$ cat config.mk
export PLATFORM = sky130hd
export DESIGN_NAME = line_scan_dark_stripe_center_top
export DESIGN_NICKNAME = d
export VERILOG_FILES = /design/src/hw/rtl/lsdsc_pkg.sv /design/src/hw/rtl/lsdsc_in_reg.sv /design/src/hw/rtl/lsdsc_core.sv /design/src/hw/rtl/lsdsc_out_reg.sv /design/src/hw/rtl/line_scan_dark_stripe_center_top.sv
export SDC_FILE = /design/constraint.sdc
export NUM_CORES = 1
export LEC_CHECK = 0
export BUFFER_PORTS_ARGS = -buffer_cell sky130_fd_sc_hd__buf_2
export CAP_MARGIN = 30
export CORE_ASPECT_RATIO = 1.1
export CORE_MARGIN = 10
export CORE_UTILIZATION = 43
export CTS_CLUSTER_DIAMETER = 60
export CTS_CLUSTER_SIZE = 16
export DETAILED_ROUTE_END_ITERATION = 7
export SLEW_MARGIN = 20
export SYNTH_ARGS = -nofsm -noshare
export SYNTH_HDL_FRONTEND = slang
export SYNTH_HIERARCHICAL = 1
export SYNTH_SLANG_ARGS = --single-unit
$ cat constraint.sdc
create_clock -name i_clk -period 8 [get_ports i_clk]
set_input_delay 1.6 -clock i_clk [delete_from_list [all_inputs] [get_ports i_clk]]
set_output_delay 1.6 -clock i_clk [all_outputs]
set_load 0.005 [all_outputs]
$ cat src/hw/rtl/lsdsc_pkg.sv
`default_nettype none

package lsdsc_pkg;

    // Default data widths.
    localparam int PIXEL_BITS_DEF  = 8;
    localparam int COLUMN_BITS_DEF = 6;

    // Pixel grouping: the step register and the group counter.
    localparam int STEP_BITS  = 4;
    localparam int GROUP_BITS = 3;
    localparam int STEP_MAX   = 8;

    // Reset values of the configuration registers.
    localparam int SAMPLE_STEP_RST    = 4;
    localparam int EDGE_THRESHOLD_RST = 25;
    localparam int SEARCH_END_RST     = 43;

    // Configuration register indexes.
    localparam int CFG_INDEX_BITS = 2;
    typedef enum logic [CFG_INDEX_BITS-1:0] {
        CFG_SAMPLE_STEP    = 2'd0,
        CFG_EDGE_THRESHOLD = 2'd1,
        CFG_SEARCH_END     = 2'd2
    } t_cfg_index;

endpackage

`default_nettype wire

$ cat src/hw/rtl/lsdsc_in_reg.sv
`default_nettype none

module lsdsc_in_reg
    import lsdsc_pkg::*;
#(
    parameter int PIXEL_BITS  = PIXEL_BITS_DEF,
    parameter int COLUMN_BITS = COLUMN_BITS_DEF
) (
    input  wire logic                   i_clk,
    input  wire logic                   i_rst_n,
    input  wire logic                   i_valid,
    output logic                        o_ready,
    input  wire logic [PIXEL_BITS-1:0]  i_pixel,
    input  wire logic                   i_line_start,
    input  wire logic                   i_line_end,
    input  wire logic [COLUMN_BITS-1:0] i_start_column,
    input  wire logic [COLUMN_BITS-1:0] i_min_gap,
    input  wire logic [COLUMN_BITS-1:0] i_max_gap,
    input  wire logic                   i_advance,
    output logic                        o_valid,
    output logic [PIXEL_BITS-1:0]       o_pixel,
    output logic                        o_line_start,
    output logic                        o_line_end,
    output logic [COLUMN_BITS-1:0]      o_start_column,
    output logic [COLUMN_BITS-1:0]      o_min_gap,
    output logic [COLUMN_BITS-1:0]      o_max_gap
);

    logic                   r_valid;
    logic [PIXEL_BITS-1:0]  r_pixel;
    logic                   r_line_start;
    logic                   r_line_end;
    logic [COLUMN_BITS-1:0] r_start_column;
    logic [COLUMN_BITS-1:0] r_min_gap;
    logic [COLUMN_BITS-1:0] r_max_gap;
    logic                   w_load;

    // A new word is taken when the register is empty or drains this cycle.
    assign o_ready = !r_valid || i_advance;
    assign w_load  = i_valid && o_ready;

    always_ff @(posedge i_clk) begin
        if (!i_rst_n) begin
            r_valid <= 1'b0;
        end else if (o_ready) begin
            r_valid <= i_valid;
        end
    end

    // Payload holds until the next accepted word.
    always_ff @(posedge i_clk) begin
        if (w_load) begin
            r_pixel        <= i_pixel;
            r_line_start   <= i_line_start;
            r_line_end     <= i_line_end;
            r_start_column <= i_start_column;
            r_min_gap      <= i_min_gap;
            r_max_gap      <= i_max_gap;
        end
    end

    assign o_valid        = r_valid;
    assign o_pixel        = r_pixel;
    assign o_line_start   = r_line_start;
    assign o_line_end     = r_line_end;
    assign o_start_column = r_start_column;
    assign o_min_gap      = r_min_gap;
    assign o_max_gap      = r_max_gap;

endmodule

`default_nettype wire

$ cat src/hw/rtl/lsdsc_core.sv
`default_nettype none

module lsdsc_core
    import lsdsc_pkg::*;
#(
    parameter int PIXEL_BITS  = PIXEL_BITS_DEF,
    parameter int COLUMN_BITS = COLUMN_BITS_DEF,
    parameter int CFG_BITS    = (PIXEL_BITS > COLUMN_BITS) ? PIXEL_BITS : COLUMN_BITS
) (
    input  wire logic                      i_clk,
    input  wire logic                      i_rst_n,
    input  wire logic                      i_cfg_we,
    input  wire logic [CFG_INDEX_BITS-1:0] i_cfg_index,
    input  wire logic [CFG_BITS-1:0]       i_cfg_data,
    input  wire logic                      i_advance,
    input  wire logic [PIXEL_BITS-1:0]     i_pixel,
    input  wire logic                      i_line_start,
    input  wire logic [COLUMN_BITS-1:0]    i_start_column,
    input  wire logic [COLUMN_BITS-1:0]    i_min_gap,
    input  wire logic [COLUMN_BITS-1:0]    i_max_gap,
    output logic [COLUMN_BITS-1:0]         o_center,
    output logic                           o_found
);

    localparam int unsigned COL_MAX = (1 << COLUMN_BITS) - 1;
    localparam int unsigned PIX_MAX = (1 << PIXEL_BITS) - 1;
    localparam logic [COLUMN_BITS-1:0] SEARCH_END_INIT =
        COLUMN_BITS'((SEARCH_END_RST > COL_MAX) ? COL_MAX : SEARCH_END_RST);
    localparam logic [PIXEL_BITS-1:0] THRESHOLD_INIT =
        PIXEL_BITS'((EDGE_THRESHOLD_RST > PIX_MAX) ? PIX_MAX : EDGE_THRESHOLD_RST);
    localparam logic [PIXEL_BITS-1:0]  PIX_FULL = '1;
    localparam logic [COLUMN_BITS-1:0] COL_FULL = '1;

    // Configuration registers.
    logic [STEP_BITS-1:0]   r_sample_step;
    logic [PIXEL_BITS-1:0]  r_edge_threshold;
    logic [COLUMN_BITS-1:0] r_search_end;

    // Line state.
    logic [GROUP_BITS-1:0]  r_group_count,  n_group_count;
    logic [COLUMN_BITS-1:0] r_column_index, n_column_index;
    logic [PIXEL_BITS-1:0]  r_prev_sample,  n_prev_sample;
    logic [COLUMN_BITS-1:0] r_left_edge,    n_left_edge;
    logic                   r_search_done,  n_search_done;
    logic [COLUMN_BITS-1:0] r_found_center, n_found_center;
    logic [COLUMN_BITS-1:0] r_line_start_column, n_line_start_column;
    logic [COLUMN_BITS-1:0] r_line_min_gap, n_line_min_gap;
    logic [COLUMN_BITS-1:0] r_line_max_gap, n_line_max_gap;

    // Working values after an optional line restart.
    logic [GROUP_BITS-1:0]  w_group;
    logic [COLUMN_BITS-1:0] w_column;
    logic [PIXEL_BITS-1:0]  w_prev;
    logic [COLUMN_BITS-1:0] w_left;
    logic                   w_done;
    logic [COLUMN_BITS-1:0] w_center;
    logic [STEP_BITS-1:0]   w_step;
    logic                   w_take_sample;
    logic                   w_search;
    logic                   w_drop;
    logic                   w_rise;
    logic [COLUMN_BITS:0]   w_width;
    logic [COLUMN_BITS:0]   w_sum;
    logic                   w_width_ok;

    // Configuration writes; unknown indexes are ignored.
    always_ff @(posedge i_clk) begin
        if (!i_rst_n) begin
            r_sample_step    <= STEP_BITS'(SAMPLE_STEP_RST);
            r_edge_threshold <= THRESHOLD_INIT;
            r_search_end     <= SEARCH_END_INIT;
        end else if (i_cfg_we) begin
            case (t_cfg_index'(i_cfg_index))
                CFG_SAMPLE_STEP:    r_sample_step    <= i_cfg_data[STEP_BITS-1:0];
                CFG_EDGE_THRESHOLD: r_edge_threshold <= i_cfg_data[PIXEL_BITS-1:0];
                CFG_SEARCH_END:     r_search_end     <= i_cfg_data[COLUMN_BITS-1:0];
                default: ;
            endcase
        end
    end

    // Line start restarts the state; the same pixel is then handled normally.
    always_comb begin
        n_line_start_column = i_line_start ? i_start_column : r_line_start_column;
        n_line_min_gap      = i_line_start ? i_min_gap      : r_line_min_gap;
        n_line_max_gap      = i_line_start ? i_max_gap      : r_line_max_gap;
        w_group  = i_line_start ? '0             : r_group_count;
        w_column = i_line_start ? '0             : r_column_index;
        w_prev   = i_line_start ? PIX_FULL       : r_prev_sample;
        w_left   = i_line_start ? i_start_column : r_left_edge;
        w_done   = i_line_start ? 1'b0           : r_search_done;
        w_center = i_line_start ? '0             : r_found_center;
    end

    // Step clamped to 1..8; the last pixel of each group is the sample.
    always_comb begin
        if (r_sample_step == '0) begin
            w_step = STEP_BITS'(1);
        end else if (r_sample_step > STEP_BITS'(STEP_MAX)) begin
            w_step = STEP_BITS'(STEP_MAX);
        end else begin
            w_step = r_sample_step;
        end
        w_take_sample = ({1'b0, w_group} + STEP_BITS'(1)) >= w_step;
    end

    // Edge tests on the true difference of previous sample and pixel.
    always_comb begin
        w_search = w_take_sample && !w_done && (w_column >= n_line_start_column)
                   && (w_column < r_search_end);
        w_drop   = {1'b0, w_prev} > ({1'b0, i_pixel} + {1'b0, r_edge_threshold});
        w_rise   = {1'b0, i_pixel} > ({1'b0, w_prev} + {1'b0, r_edge_threshold});
        w_width  = {1'b0, w_column} - {1'b0, w_left};
        w_sum    = {1'b0, w_left} + {1'b0, w_column};
        w_width_ok = ($signed(w_width) > $signed({1'b0, n_line_min_gap}))
                     && ($signed(w_width) < $signed({1'b0, n_line_max_gap}));
    end

    // Next line state.
    always_comb begin
        n_prev_sample  = w_prev;
        n_left_edge    = w_left;
        n_search_done  = w_done;
        n_found_center = w_center;
        if (w_search) begin
            n_prev_sample = i_pixel;
            if (w_drop) begin
                n_left_edge = w_column;
            end
            if (w_rise && w_width_ok) begin
                n_found_center = w_sum[COLUMN_BITS:1];
                n_search_done  = 1'b1;
            end
        end
        if (w_take_sample) begin
            n_group_count  = '0;
            n_column_index = (w_column != COL_FULL) ? w_column + COLUMN_BITS'(1) : w_column;
        end else begin
            n_group_count  = w_group + GROUP_BITS'(1);
            n_column_index = w_column;
        end
    end

    always_ff @(posedge i_clk) begin
        if (!i_rst_n) begin
            r_group_count       <= '0;
            r_column_index      <= '0;
            r_prev_sample       <= PIX_FULL;
            r_left_edge         <= '0;
            r_search_done       <= 1'b0;
            r_found_center      <= '0;
            r_line_start_column <= '0;
            r_line_min_gap      <= '0;
            r_line_max_gap      <= '0;
        end else if (i_advance) begin
            r_group_count       <= n_group_count;
            r_column_index      <= n_column_index;
            r_prev_sample       <= n_prev_sample;
            r_left_edge         <= n_left_edge;
            r_search_done       <= n_search_done;
            r_found_center      <= n_found_center;
            r_line_start_column <= n_line_start_column;
            r_line_min_gap      <= n_line_min_gap;
            r_line_max_gap      <= n_line_max_gap;
        end
    end

    // Result of the current word, used only on the last pixel of a line.
    assign o_found  = n_search_done;
    assign o_center = n_search_done ? n_found_center : '0;

endmodule

`default_nettype wire

$ cat src/hw/rtl/lsdsc_out_reg.sv
`default_nettype none

module lsdsc_out_reg
    import lsdsc_pkg::*;
#(
    parameter int COLUMN_BITS = COLUMN_BITS_DEF
) (
    input  wire logic                   i_clk,
    input  wire logic                   i_rst_n,
    input  wire logic                   i_load,
    input  wire logic [COLUMN_BITS-1:0] i_center,
    input  wire logic                   i_found,
    input  wire logic                   i_ready,
    output logic                        o_can_load,
    output logic                        o_valid,
    output logic [COLUMN_BITS-1:0]      o_center,
    output logic                        o_found
);

    logic                   r_valid;
    logic [COLUMN_BITS-1:0] r_center;
    logic                   r_found;

    // Room for a result when empty or when the held word leaves now.
    assign o_can_load = !r_valid || i_ready;

    always_ff @(posedge i_clk) begin
        if (!i_rst_n) begin
            r_valid <= 1'b0;
        end else if (o_can_load) begin
            r_valid <= i_load;
        end
    end

    always_ff @(posedge i_clk) begin
        if (i_load && o_can_load) begin
            r_center <= i_center;
            r_found  <= i_found;
        end
    end

    assign o_valid  = r_valid;
    assign o_center = r_center;
    assign o_found  = r_found;

endmodule

`default_nettype wire

$ cat src/hw/rtl/line_scan_dark_stripe_center_top.sv
// Channel   Dir  tdata (low bit up)                              tuser       tlast
// s_axis    in   pixel, start_column, min_gap, max_gap, zeros    line_start  line_end
// m_axis    out  center, zeros                                   found       -
// cfg       in   i_cfg_we, i_cfg_index (0 step, 1 threshold, 2 search end), i_cfg_data
//
// One pixel word is taken every cycle unless a held line end waits for the result slot;
// a result passes the input register, then the result register.
// The sample and edge logic lies between those two registers.
// Reset is synchronous and active low and restores the register defaults.
// A full result slot holds back only a word that ends a line; other pixels move on, but new words wait behind it.
`default_nettype none

module line_scan_dark_stripe_center_top
    import lsdsc_pkg::*;
#(
    parameter int PIXEL_BITS  = PIXEL_BITS_DEF,
    parameter int COLUMN_BITS = COLUMN_BITS_DEF,
    parameter int CFG_BITS    = (PIXEL_BITS > COLUMN_BITS) ? PIXEL_BITS : COLUMN_BITS,
    parameter int IN_BITS     = PIXEL_BITS + 3 * COLUMN_BITS,
    parameter int IN_TDATA_W  = ((IN_BITS + 7) / 8) * 8,
    parameter int OUT_TDATA_W = ((COLUMN_BITS + 7) / 8) * 8
) (
    input  wire logic                      i_clk,
    input  wire logic                      i_rst_n,
    input  wire logic                      i_cfg_we,
    input  wire logic [CFG_INDEX_BITS-1:0] i_cfg_index,
    input  wire logic [CFG_BITS-1:0]       i_cfg_data,
    input  wire logic                      s_axis_tvalid,
    output logic                           s_axis_tready,
    input  wire logic [IN_TDATA_W-1:0]     s_axis_tdata,  // pixel, start_column, min_gap, max_gap
    input  wire logic                      s_axis_tuser,  // line_start
    input  wire logic                      s_axis_tlast,  // line_end
    output logic                           m_axis_tvalid,
    input  wire logic                      m_axis_tready,
    output logic [OUT_TDATA_W-1:0]         m_axis_tdata,  // center
    output logic                           m_axis_tuser   // found
);

    localparam int START_LO = PIXEL_BITS;
    localparam int MIN_LO   = PIXEL_BITS + COLUMN_BITS;
    localparam int MAX_LO   = PIXEL_BITS + 2 * COLUMN_BITS;

    logic                   w_in_valid;
    logic [PIXEL_BITS-1:0]  w_pixel;
    logic                   w_line_start;
    logic                   w_line_end;
    logic [COLUMN_BITS-1:0] w_start_column;
    logic [COLUMN_BITS-1:0] w_min_gap;
    logic [COLUMN_BITS-1:0] w_max_gap;
    logic                   w_advance;
    logic                   w_can_load;
    logic [COLUMN_BITS-1:0] w_core_center;
    logic                   w_core_found;
    logic [COLUMN_BITS-1:0] w_out_center;

    // The held word moves on unless it ends a line and the result slot is full.
    assign w_advance = w_in_valid && (!w_line_end || w_can_load);

    lsdsc_in_reg #(
        .PIXEL_BITS  (PIXEL_BITS),
        .COLUMN_BITS (COLUMN_BITS)
    ) u_in_reg (
        .i_clk          (i_clk),
        .i_rst_n        (i_rst_n),
        .i_valid        (s_axis_tvalid),
        .o_ready        (s_axis_tready),
        .i_pixel        (s_axis_tdata[PIXEL_BITS-1:0]),
        .i_line_start   (s_axis_tuser),
        .i_line_end     (s_axis_tlast),
        .i_start_column (s_axis_tdata[START_LO +: COLUMN_BITS]),
        .i_min_gap      (s_axis_tdata[MIN_LO +: COLUMN_BITS]),
        .i_max_gap      (s_axis_tdata[MAX_LO +: COLUMN_BITS]),
        .i_advance      (w_advance),
        .o_valid        (w_in_valid),
        .o_pixel        (w_pixel),
        .o_line_start   (w_line_start),
        .o_line_end     (w_line_end),
        .o_start_column (w_start_column),
        .o_min_gap      (w_min_gap),
        .o_max_gap      (w_max_gap)
    );

    lsdsc_core #(
        .PIXEL_BITS  (PIXEL_BITS),
        .COLUMN_BITS (COLUMN_BITS),
        .CFG_BITS    (CFG_BITS)
    ) u_core (
        .i_clk          (i_clk),
        .i_rst_n        (i_rst_n),
        .i_cfg_we       (i_cfg_we),
        .i_cfg_index    (i_cfg_index),
        .i_cfg_data     (i_cfg_data),
        .i_advance      (w_advance),
        .i_pixel        (w_pixel),
        .i_line_start   (w_line_start),
        .i_start_column (w_start_column),
        .i_min_gap      (w_min_gap),
        .i_max_gap      (w_max_gap),
        .o_center       (w_core_center),
        .o_found        (w_core_found)
    );

    lsdsc_out_reg #(
        .COLUMN_BITS (COLUMN_BITS)
    ) u_out_reg (
        .i_clk      (i_clk),
        .i_rst_n    (i_rst_n),
        .i_load     (w_advance && w_line_end),
        .i_center   (w_core_center),
        .i_found    (w_core_found),
        .i_ready    (m_axis_tready),
        .o_can_load (w_can_load),
        .o_valid    (m_axis_tvalid),
        .o_center   (w_out_center),
        .o_found    (m_axis_tuser)
    );

    assign m_axis_tdata = OUT_TDATA_W'(w_out_center);

endmodule

`default_nettype wire
Word-level counts from Yosys, hierarchy flattened:

Cells that the tools add are included.

* bits in writable memories: 0
* ROM bits: 0
* input port bits: 49
* memories kept: 0
* bits in latches: 0
* register bits after elaboration: 103

* add/sub/neg operators: 7
* bitwise gates (word level): 0
* reductions and logical operators: 21
* div/mod/pow operators: 0
* multiply operators: 0
* shifts and indexed selects: 0
* magnitude comparators: 8
* mux-type cells: 21
* equal/unequal tests: 3

Operators by type and width (count)
* 6-bit two-way mux: 12
* 8-bit by 8-bit adder with 9-bit output: 2
* 8-bit by 9-bit > comparator with 1-bit output: 2
* 8-bit two-way mux: 2
* 1-bit logical AND: 9
* 4-bit two-way mux: 2
* 6-bit by 6-bit adder with 7-bit output: 1
* 7-bit > comparator: 1
* 7-bit less-than comparator: 1
* 6-bit by 6-bit subtractor with 7-bit output: 1
* 6-bit by 1-bit adder with 6-bit output, second input constant: 1
* 6-bit >= comparator: 1
* 6-bit less-than comparator: 1
* 3-bit two-way mux: 2
* 6-bit inequality test, second input constant: 1
* 2-bit AND reduction: 3
* 3-bit by 1-bit adder with 4-bit output, second input constant: 1
* 4-bit >= comparator: 1
* 4-bit > comparator, second input constant: 1
* 1-bit logical NOT: 4
* 4-bit logical NOT: 1
* 3-bit by 1-bit adder with 3-bit output, second input constant: 1
* 1-bit logical OR: 3
* 1-bit two-way mux: 3
* other kinds (3): 3

Longest topological paths before layout:

Gate-level depths: netlist of the first run.

* depth in word-level cells: 8
* gate-level depth with buffers: 19
* depth with buffers taken out: 17

By module:

Netlist of the first run, hierarchy kept.

By module, submodules not included
* lsdsc_core: cells an instance 581, instances 1, area each 4936.0 sq um, sequential area each 1321.3 sq um
* lsdsc_in_reg: cells an instance 33, instances 1, area each 898.4 sq um, sequential area each 860.8 sq um
* lsdsc_out_reg: cells an instance 12, instances 1, area each 267.8 sq um, sequential area each 230.2 sq um
* line_scan_dark_stripe_center_top: cells an instance 6, instances 1, area each 37.5 sq um, sequential area each 0.0 sq um

Worst setup path after synthesis of the first run:

No wires, ideal clock.

* path kind: register to register
* start point: register u_in_reg.r_line_start (netlist: u_in_reg/o_line_start)
* end point: register u_out_reg.r_center[1] (netlist: u_out_reg/o_center[1]) (data pin)
* stages on the path, launching flop included: 20
* library setup time: 153 ps
* path slack: 3627 ps
* path buffers: 3
* required time: 7847 ps
* arrival time: 4220 ps
* cells stage by stage: edfxtp_1 -> clkbuf_1 -> clkbuf_1 -> clkbuf_1 -> or2_2 -> ha_1 -> a21o_1 -> a21o_1 -> a21o_1 -> a21oi_1 -> o21ai_0 -> xnor2_1 -> ha_1 -> nor2_1 -> nor4_1 -> nand3_1 -> a211o_1 -> a2111oi_4 -> nand2_1 -> o21ai_0

* cells in the longest elaborated chain, start to end: 7
* elaborated cells on any way between the ends: 29
* classes of those cells: add/sub: 4; order compare: 6; mux: 13; reduce/logical: 6

RTL lines
* start, declared: line lsdsc_in_reg.sv:31 `logic r_line_start;`
* start signal, assigned: line lsdsc_in_reg.sv:54 `r_line_start <= i_line_start;`
* branches (longest 7 deep; another with 8-bit by 8-bit adder with 9-bit output)
* end signal, assigned: line lsdsc_out_reg.sv:37 `r_center <= i_center;`
* end, declared: line lsdsc_out_reg.sv:21 `logic [COLUMN_BITS-1:0] r_center;`

Parallel ways; which one is timed is not known.
A chain may end at the register's enable or synchronous reset.

Worst setup path after layout of the first run:

* start point: register u_in_reg.r_line_start (netlist: u_in_reg/o_line_start)
* end point: register u_out_reg.r_center[4] (netlist: u_out_reg/o_center[4]) (data pin)

The elaborated chain is that of the path after synthesis.

==> impl_metrics.py, run 1 <==
metrics = {
    "min_path": {
        "hp-class": "flop to flop",
    },
    "logic_synthesis": {
        "synthArstFlopShare_pct": 0,
        "yosysWarningCount": 6,
        "synth_cells": 632,
        "yosys.cell_types.count": 59,
        "yosys_register_bits": 103,
        "synth_edf_count": 35,
        "ys.flop_type": "dfxtp_1",
        "syn_area_um2": 6140,
        "avgSynthCellArea_um2": 9.71,
        "yosysSeqAreaShare_pct": 39.3,
    },
    "pwr": {
        "power.share.sequential_pct": 46.6,
        "intPower_mw": 0.911,
        "p_leak_nw": 2.97,
        "p_sw_mw": 0.339,
        "comb_power_share_pct": 18.8,
        "p_clk_share_pct": 34.6,
        "ir_worst_vdd_mv": 0.0847,
        "switching_share_pct": 27.1,
        "p_per_area_nw_per_um2": 183,
        "power.total_mw": 1.25,
    },
    "clock_network": {
        "cts-resized-gates": 0,
        "clock_latency_ns": 0.36,
        "cts_setup_buffers": 0,
        "cts_tree": "done",
        "cts_num_sinks": 103,
        "h-tree-depth": 3,
        "numCtsBuffers": 9,
        "hold_buffers": 0,
        "cts_buffer_depth": 2,
        "root_buffer": "clkbuf_16",
        "cts.clk_slew.worst_paths_ns": 0.07,
    },
    "detailed_routing": {
        "wl_per_cell_um": 15.8,
        "viasPerCell": 5.32,
        "routed_wl_um": 13700,
        "drtPass1Iterations": 4,
        "vias": 4622,
        "dr.first_iter.drc_count": 307,
        "ant_nets": 0,
        "route.detailed.drc": 0,
    },
    "critical_path": {
        "crit_path_end_kind": "flop",
        "cp.arrival_ns": 4.74,
        "cp-start-kind": "flop",
        "path_max_fanout": 59,
        "crit_required_ns": 8.18,
        "crit_type": "flop to flop",
    },
    "floorplan": {
        "design.die.area_um2": 19500,
        "fp-row-count": 45,
        "initial_utilization_pct": 44.1,
        "coreArea_um2": 13900,
        "ios": 60,
        "chipWidth_um": 134,
        "fp.dieH_um": 145,
    },
    "grt": {
        "grt_use_total_pct": 14.3,
        "grt_overflow": 0,
        "grt_pass1_wl_um": 22800,
        "grt_pass1_vias": 4652,
        "antenna_found_initial": 0,
        "grt_max_degree": 62,
    },
    "sta": {
        "worst_pin_slew_ns": 0.791,
        "fmax_ghz": 0.219,
        "tns_ns": 0,
        "rsz0062_at_grt": "false",
        "relSlewSlack_pct": 47.2,
        "hold_viol": 0,
        "setup_viol": 0,
        "skew_ns": 0.00839,
        "drv_slew": 0,
        "finalCritPeriodShare_pct": 57.1,
        "min_period_ns": 4.56,
    },
    "final_layout": {
        "num_antenna_cells": 0,
        "fillers": 1263,
        "synthToLayoutAreaGrowth_pct": 11.6,
        "drive_gt1_share_pct": 14.3,
        "final_nets": 802,
    },
    "place": {
        "port_buffers": 51,
        "dp_hpwl_um": 10200,
        "gp_congestion": 0.871,
    },
    "status": {
        "status": "completed",
    },
    "job": {
        "cap_violations": 0,
    },
}
## path summary, 6_finish.rpt
kind | slack [ns] | startpoint | cells past startpoint | to
worst max-delay path | 3.44 | u_in_reg/o_line_start$_DFFE_PP_ | 18 | u_out_reg/o_center[4]$_DFFE_PP_
worst min-delay path | 0.46 | u_core/r_line_max_gap[0]$_SDFFE_PN0P_ | 2 | u_core/r_line_max_gap[0]$_SDFFE_PN0P_
worst max register to register | 3.44 | u_in_reg/o_line_start$_DFFE_PP_ | 18 | u_out_reg/o_center[4]$_DFFE_PP_
worst min register to register | 0.46 | u_core/r_line_max_gap[0]$_SDFFE_PN0P_ | 2 | u_core/r_line_max_gap[0]$_SDFFE_PN0P_
## area by class of cell
cell class | count | area, um2 | area share (%)
multi-input combinational | 466 | 3480 | 50.8
sequential | 103 | 2410 | 35.2
timing repair buffer | 55 | 285 | 4.17
tap | 188 | 235 | 3.43
clock buffer | 11 | 233 | 3.40
inverter | 40 | 150 | 2.19
clock inverter | 5 | 56.3 | 0.822
## cell usage in the layout, fill, tap and decap left out, drive strengths merged, types with 10 or more instances in the layout
master  netlist  layout
ha           74      74
nand2        51      51
clkbuf       16      11
o21ai        31      31
nor2b        12      12
inv          40      41
a211oi       17      17
nand2b       13      13
mux2i        32      32
nor2         55      55
buf           8      55
o21a         10      10
o22ai        13      13
edfxtp       35      35
a21oi        35      35
or2          10      10
dfxtp        68      68
xnor2        14      14
## cells by family after synthesis
| kind of cell | synth area share, % |
|---|---|
| AOI/OAI and AO/OA | 17.2 |
| xor gates and xnor gates | 2.71 |
| DFF | 39.3 |
| other | 0.0611 |
| adders and majority gates | 16.4 |
| and+or+nand+nor | 14.1 |
| muxes | 5.95 |
| buffers and inverters | 4.32 |
## per-stage QoR
stage	util, %	cell area (um2)	setup WS, ns	hold WS [ns]	cells
6_report	49.2	6850	3.44	0.455	868
5_1_grt	49.2	6850	3.16	0.479	868
4_1_cts	49.2	6850	3.40	0.461	868
3_5_place_dp	47.2	6560	3.40	0.452	852
3_3_place_gp	47.2	6560	3.54	0.443	852
2_1_floorplan	-	6140	3.63	0.432	633
## synthesized netlist by cell type (all sizes together) (5+ instances only)
| master | number | area, um2 |
|---|---|---|
| ha | 74 | 926 |
| dfxtp | 68 | 1360 |
| nor2 | 55 | 206 |
| nand2 | 51 | 191 |
| inv | 40 | 150 |
| a21oi | 35 | 175 |
| edfxtp | 35 | 1050 |
| mux2i | 32 | 320 |
| o21ai | 31 | 155 |
| a211oi | 17 | 128 |
| clkbuf | 16 | 60.1 |
| xnor2 | 14 | 123 |
| nand2b | 13 | 96.4 |
| o22ai | 13 | 95.1 |
| nor2b | 12 | 75.1 |
| o21a | 10 | 75.1 |
| or2 | 10 | 62.6 |
| buf | 8 | 55.1 |
| nand3 | 8 | 40.0 |
| a21boi | 7 | 60.1 |
| and3 | 7 | 45.1 |
| a21o | 6 | 45.0 |
| and2 | 6 | 42.5 |
| o21bai | 6 | 45.0 |
| o2bb2ai | 6 | 52.6 |
| nor3 | 5 | 25.0 |
| xor2 | 5 | 43.8 |
## power by group through the flow
stage                     combinational (mW)  sequential (mW)  clock (mW)
after floorplan                        0.175            0.589           0
after global placement                 0.228            0.593           0
after detailed placement               0.235            0.594           0
after CTS                              0.236            0.582       0.445
after global routing                   0.268            0.585       0.467
final                                  0.234            0.583       0.433
## state kept, by name (all words and copies together) (netlist names), 6 cells and up
signal	count
u_in_reg/o_max_gap	6
u_core/r_line_max_gap	6
u_in_reg/o_min_gap	6
u_core/r_line_min_gap	6
u_core/r_prev_sample	8
u_out_reg/o_center	6
u_core/r_edge_threshold	8
u_core/r_found_center	6
u_core/r_line_start_column	6
u_core/r_left_edge	6
u_core/r_search_end	6
u_in_reg/o_pixel	8
u_in_reg/o_start_column	6
u_core/r_column_index	6
## layer usage
layer	GRT usage, %	routed length (um)
met5	0	0
met1	17.5	6370
met2	24.0	6640
met4	5.23	243
met3	3.10	465
## critical path, stage by stage, from the launching register on
cell	delay, ns
edfxtp_1	0.32
buf_4	0.54
mux2_2	0.48
inv_1	0.08
ha_1	0.22
inv_1	0.08
o21bai_1	0.07
a21oi_1	0.25
o21bai_1	0.10
a21oi_1	0.19
xnor2_1	0.17
ha_1	0.24
nor3_1	0.08
nor4_1	0.17
nand3_1	0.14
a211o_1	0.29
a2111oi_4	0.43
nand2_1	0.23
o21ai_0	0.26
Power figures use the tool's default switching activity.
==> run 2, diff against run 1 <==
clock period = 4 ns   (was 8 ns; I/O delays follow)
==> run 2 against run 1 <==
Net effect:
- core utilization grew 2.0 points
- register-to-register slack worse by 3.3 ns
- clock power up 86%
- combinational power grew 120%
- hold slack better by 0.0051 ns
- maximum frequency grew 18%
- die area is the same
- total power grew 98%
- worst setup slack got worse by 3.3 ns
- global-route usage is 0.54 points higher
- largest cell class unchanged
- largest power group unchanged
- highest routed layer unchanged
==> impl_metrics.py, run 2 (synthesized netlist as in run 1, its figures left out) <==
metrics = {
    "critical_path": {
        "path_max_fanout": 8,
        "path_cells": "buf_6 -> or2_4 -> ha_4 -> a21o_1 -> a21o_1 -> a21o_1 -> a21oi_2 -> o21ai_1 -> xnor2_1 -> ha_1 -> nor2_1 -> nor4_1 -> nand3_1 -> a211o_1 -> a2111oi_4 -> buf_4 -> o22ai_4 -> o2bb2ai_1",
        "cp-start-kind": "flop",
        "crit_family": "compound AO/OA/AOI/OAI gates",
        "reg2reg_to": "u_core/r_found_center[3]$_SDFFE_PN0P_",
        "crit_type": "flop to flop",
        "crit_path_end_kind": "flop",
        "cp.arrival_ns": 4.10,
        "reg2regPathDepth": 18,
        "crit_required_ns": 4.23,
        "cp_common_cell": "a21o_1",
        "critPathMaxStageDelay_ns": 0.38,
        "r2r_slack_ns": 0.13,
        "rr_startpoint": "u_in_reg/o_line_start$_DFFE_PP_",
        "crit_slowest_cell": "edfxtp_1",
        "critPathBufInv": 2,
    },
    "sta": {
        "setup_viol": 0,
        "rsz0062_at_grt": "true",
        "fmax_ghz": 0.259,
        "finalCritPeriodShare_pct": 96.6,
        "hold_ws_ns": 0.460,
        "relSlewSlack_pct": 50.5,
        "min_period_ns": 3.87,
        "drv_slew": 0,
        "hold_viol": 0,
        "worst_pin_slew_ns": 0.741,
        "skew_ns": 0.00905,
    },
    "pwr": {
        "ir_worst_vdd_mv": 0.179,
        "p_leak_nw": 3.09,
        "p_per_area_nw_per_um2": 348,
        "p_clk_share_pct": 32.5,
        "intPower_mw": 1.78,
        "comb_power_share_pct": 20.5,
        "power.share.sequential_pct": 47.0,
        "switching_share_pct": 28.3,
        "p_sw_mw": 0.701,
    },
    "clock_network": {
        "cts_num_sinks": 103,
        "cts_tree": "done",
        "cts_buffer_depth": 2,
        "cts.clk_slew.worst_paths_ns": 0.07,
        "root_buffer": "clkbuf_16",
        "h-tree-depth": 3,
        "clock_latency_ns": 0.35,
        "numCtsBuffers": 9,
    },
    "final_layout": {
        "final_nets": 823,
        "final_cells": 889,
        "layout_common_cells": "ha_1 (68), dfxtp_1 (68), nor2_1 (54)",
        "synthToLayoutAreaGrowth_pct": 16.0,
        "drive_gt1_share_pct": 19.5,
        "final_area_um2": 7120,
        "num_antenna_cells": 0,
    },
    "grt": {
        "grt_util_met2_pct": 25.4,
        "grt_max_degree": 38,
        "gr-usage-met1_pct": 17.8,
        "antenna_found_initial": 0,
        "grt_use_total_pct": 14.8,
        "grt_pass1_wl_um": 23700,
        "grt_overflow": 0,
        "grt_use_met3_pct": 3.21,
        "grt_pass1_vias": 4891,
        "top_usage_layer": "met2",
    },
    "status": {
        "status": "completed",
    },
    "min_path": {
        "hold_end": "u_core/r_line_max_gap[0]$_SDFFE_PN0P_",
        "hp-class": "flop to flop",
        "holdCritStartpoint": "u_core/r_line_max_gap[0]$_SDFFE_PN0P_",
        "hold_depth": 2,
    },
    "detailed_routing": {
        "routed_wl_um": 14500,
        "wl_per_cell_um": 16.3,
        "viasPerCell": 5.37,
        "route.detailed.drc": 0,
        "vias": 4774,
        "drtPass1Iterations": 4,
        "ant_nets": 0,
        "dr.first_iter.drc_count": 214,
    },
    "floorplan": {
        "ios": 60,
        "fp.dieH_um": 145,
        "chipWidth_um": 134,
        "initial_utilization_pct": 44.1,
        "fp-row-count": 45,
        "design.die.area_um2": 19500,
        "coreArea_um2": 13900,
    },
    "place": {
        "port_buffers": 51,
        "gp_congestion": 0.857,
        "dp_hpwl_um": 10900,
        "dpl_cell_area_um2": 6680,
        "place_inst": 865,
    },
    "job": {
        "cap_violations": 0,
    },
}
run 2: power groups by stage:
| stage | logic [mW] | clock network, mW | registers [mW] |
|---|---|---|---|
| 2_1_floorplan | 0.357 | 0 | 1.18 |
| 3_3_place_gp | 0.468 | 0 | 1.19 |
| 3_5_place_dp | 0.484 | 0 | 1.19 |
| 4_1_cts | 0.489 | 0.828 | 1.17 |
| 5_1_grt | 0.571 | 0.873 | 1.17 |
| 6_report | 0.509 | 0.805 | 1.17 |
run 2: area by class of cell:
class                           instances  area [um2]
Fill cell                            1263        6780
Clock inverter                          6        37.5
Sequential cell                       103        2410
Inverter                               40         150
Multi-Input combinational cell        466        3580
Clock buffer                           10         229
Timing Repair Buffer                   76         477
Tap cell                              188         235
run 2: routing by layer:
| layer | wire, um | vias up |
|---|---|---|
| li1 | - | 2379 |
| met1 | 6470 | 2312 |
| met2 | 7300 | 67 |
| met3 | 475 | 16 |
| met4 | 248 | 0 |
| met5 | 0 | - |
run 2: stage by stage:
step                util (%)  power, mW  worst slack, ns  setup TNS [ns]
finish                  51.2       2.48            0.135               0
global route            51.2       2.61           -0.103          -0.792
CTS                     50.0       2.48           0.0150               0
detailed placement      48.1       1.67           0.0230               0
global placement        48.1       1.65            0.136               0
floorplan                  -       1.54          0.00456               0
run 2: how the worst max path moves through the flow:
stage                                    startpoint                                     to  slack [ns]  cells past startpoint
floorplan           u_in_reg/o_line_start$_DFFE_PP_        u_out_reg/o_center[0]$_DFFE_PP_       0.005                     19
global placement    u_in_reg/o_line_start$_DFFE_PP_  u_core/r_found_center[1]$_SDFFE_PN0P_        0.14                     18
detailed placement  u_in_reg/o_line_start$_DFFE_PP_  u_core/r_found_center[3]$_SDFFE_PN0P_        0.02                     18
CTS                 u_in_reg/o_line_start$_DFFE_PP_  u_core/r_found_center[3]$_SDFFE_PN0P_        0.01                     18
global route        u_in_reg/o_line_start$_DFFE_PP_  u_core/r_found_center[1]$_SDFFE_PN0P_       -0.10                     18
finish              u_in_reg/o_line_start$_DFFE_PP_  u_core/r_found_center[3]$_SDFFE_PN0P_        0.13                     18
run 2: worst reg2reg max path: stages (launching register included):
cell	delay [ns]
edfxtp_1	0.38
buf_6	0.15
or2_4	0.25
ha_4	0.21
a21o_1	0.15
a21o_1	0.19
a21o_1	0.20
a21oi_2	0.18
o21ai_1	0.11
xnor2_1	0.13
ha_1	0.29
nor2_1	0.05
nor4_1	0.26
nand3_1	0.14
a211o_1	0.28
a2111oi_4	0.33
buf_4	0.20
o22ai_4	0.08
o2bb2ai_1	0.16
run 2: repair_timing:
action                                  4_1_cts  5_1_grt
endpoints found under the hold margin         0        0
gates resized for setup                       0       21
buffers inserted                              0        7
endpoints found under the setup margin        0       14
hold buffers                                  0        0
==> run 3, diff against run 2 <==
CORE_MARGIN = 2   (was 10)
HOLD_SLACK_MARGIN = 0.15   (was not set)
==> run 3 against run 2 <==
Net effect:
- routed wire length decreased by 1.6%
- non-clock buffer count grew 4
- total power grew 4.3%
==> impl_metrics.py, run 3 (synthesized netlist as in run 1, its figures left out) <==
metrics = {
    "status": {
        "status": "completed",
    },
    "min_path": {
        "hp-class": "flop to flop",
        "hold_depth": 2,
    },
    "place": {
        "dpl_cell_area_um2": 6720,
        "place_inst": 870,
        "port_buffers": 51,
        "dp_hpwl_um": 10500,
        "gp_congestion": 0.823,
    },
    "critical_path": {
        "path_cells": "buf_6 -> or2_4 -> ha_4 -> a21o_1 -> a21o_1 -> a21o_1 -> a21oi_2 -> o21ai_2 -> xnor2_1 -> ha_1 -> nor2_1 -> nor4_1 -> nand3_1 -> a211o_1 -> a2111oi_4 -> buf_4 -> o22ai_4 -> o2bb2ai_1",
        "reg2regPathDepth": 18,
        "crit_required_ns": 4.24,
        "crit_type": "flop to flop",
        "cp.arrival_ns": 4.15,
        "critPathMaxStageDelay_ns": 0.46,
        "r2r_slack_ns": 0.09,
        "cp_common_cell": "a21o_1",
        "cp-start-kind": "flop",
        "path_max_fanout": 6,
        "crit_path_end_kind": "flop",
        "crit_slowest_cell": "edfxtp_1",
    },
    "final_layout": {
        "fillers": 1248,
        "final_nets": 827,
        "final_util_pct": 51.9,
        "final_area_um2": 7220,
        "synthToLayoutAreaGrowth_pct": 17.7,
        "final_cells": 893,
        "drive_gt1_share_pct": 20.4,
        "final_common_cell": "ha_1",
        "num_antenna_cells": 0,
        "layout_common_cells": "ha_1 (69), dfxtp_1 (68), nor2_1 (54)",
    },
    "grt": {
        "grt_pass1_vias": 4666,
        "antenna_found_initial": 0,
        "grt_overflow": 0,
        "grt_max_degree": 38,
        "grt_pass1_wl_um": 22900,
        "grt_use_total_pct": 19.0,
    },
    "floorplan": {
        "chipWidth_um": 118,
        "coreArea_um2": 13900,
        "fp.dieH_um": 129,
        "ios": 60,
        "design.die.area_um2": 15300,
        "initial_utilization_pct": 44.1,
        "fp-row-count": 45,
    },
    "clock_network": {
        "hold_buffers": 0,
        "cts_tree": "done",
        "numCtsBuffers": 9,
        "clock_latency_ns": 0.35,
        "h-tree-depth": 3,
        "root_buffer": "clkbuf_16",
        "cts_buffer_depth": 2,
        "cts.clk_slew.worst_paths_ns": 0.07,
        "cts_num_sinks": 103,
    },
    "detailed_routing": {
        "wl_per_cell_um": 16.0,
        "route.detailed.drc": 0,
        "dr.first_iter.drc_count": 209,
        "routed_wl_um": 14300,
        "ant_nets": 0,
        "route.top_layer_used": "met4",
        "viasPerCell": 5.24,
        "wl_met1_um": 6640,
        "met3_length_um": 456,
        "drtPass1Iterations": 4,
        "dr_wl_met2_um": 6940,
        "vias": 4676,
    },
    "sta": {
        "fmax_ghz": 0.255,
        "min_period_ns": 3.91,
        "hold_viol": 0,
        "skew_ns": 0.00706,
        "relSlewSlack_pct": 47.9,
        "drv_slew": 0,
        "setup_viol": 0,
        "finalCritPeriodShare_pct": 97.9,
        "worst_pin_slew_ns": 0.781,
    },
    "pwr": {
        "power.total_mw": 2.59,
        "p_leak_nw": 3.13,
        "ir_worst_vdd_mv": 0.199,
        "p_per_area_nw_per_um2": 358,
    },
    "job": {
        "cap_violations": 0,
    },
}
==> run 3: changes by cell type in the layout (fill, tap and decap cells not counted), sizes merged <==
cell      previous run  this run
clkinvlp             1         2
bufinv               0         1
inv                 40        41
clkinv               5         2
buf                 75        79
==> run 3: metrics by stage <==
step	setup slack [ns]	hold WS (ns)	setup TNS, ns
global placement	0.108	0.442	0
detailed placement	0.0365	0.447	0
floorplan	0.00456	0.432	0
finish	0.0854	0.463	0
global route	-0.0295	0.492	-0.159
CTS	0.0459	0.459	0
==> run 3: area by class of cell <==
cell class / instances / area, um2 / area share (%)
Multi-Input combinational cell: 466 / 3610 / 50.0
Sequential cell: 103 / 2410 / 33.4
Timing Repair Buffer: 80 / 507 / 7.01
Clock buffer: 10 / 239 / 3.31
Tap cell: 188 / 235 / 3.26
Inverter: 40 / 150 / 2.08
Clock inverter: 6 / 67.6 / 0.935
==> run 3: final timing paths <==
check	start	endpoint
setup / recovery	u_in_reg/o_line_start$_DFFE_PP_	u_core/r_found_center[3]$_SDFFE_PN0P_
hold / removal	u_core/r_line_max_gap[0]$_SDFFE_PN0P_	u_core/r_line_max_gap[0]$_SDFFE_PN0P_
setup reg to reg	u_in_reg/o_line_start$_DFFE_PP_	u_core/r_found_center[3]$_SDFFE_PN0P_
hold reg to reg	u_core/r_line_max_gap[0]$_SDFFE_PN0P_	u_core/r_line_max_gap[0]$_SDFFE_PN0P_
==> run 3: per-layer routing <==
layer | up-vias | global-route usage, %
li1 | 2390 | -
met1 | 2197 | 23.2
met2 | 70 | 33.5
met3 | 19 | 3.96
met4 | 0 | 7.02
met5 | - | 0
==> run 3: worst max-delay path: cells and delay by family (launching register included) <==
kind / cells / cell delay, ns
compound gates: 9 / 1.67
simple gates: 4 / 0.66
fa+ha+maj: 2 / 0.51
flops: 1 / 0.46
buf+inv: 2 / 0.37
xor+xnor: 1 / 0.14
==> run 3: where the power goes <==
part           internal [mW]  switching [mW]
logic                  0.230           0.289
clock network          0.504           0.399
registers               1.13          0.0315
==> run 3: what timing repair did <==
action,4_1_cts,5_1_grt
setup buffers,0,6
resized for setup,0,25
endpoints found under the setup margin,0,13
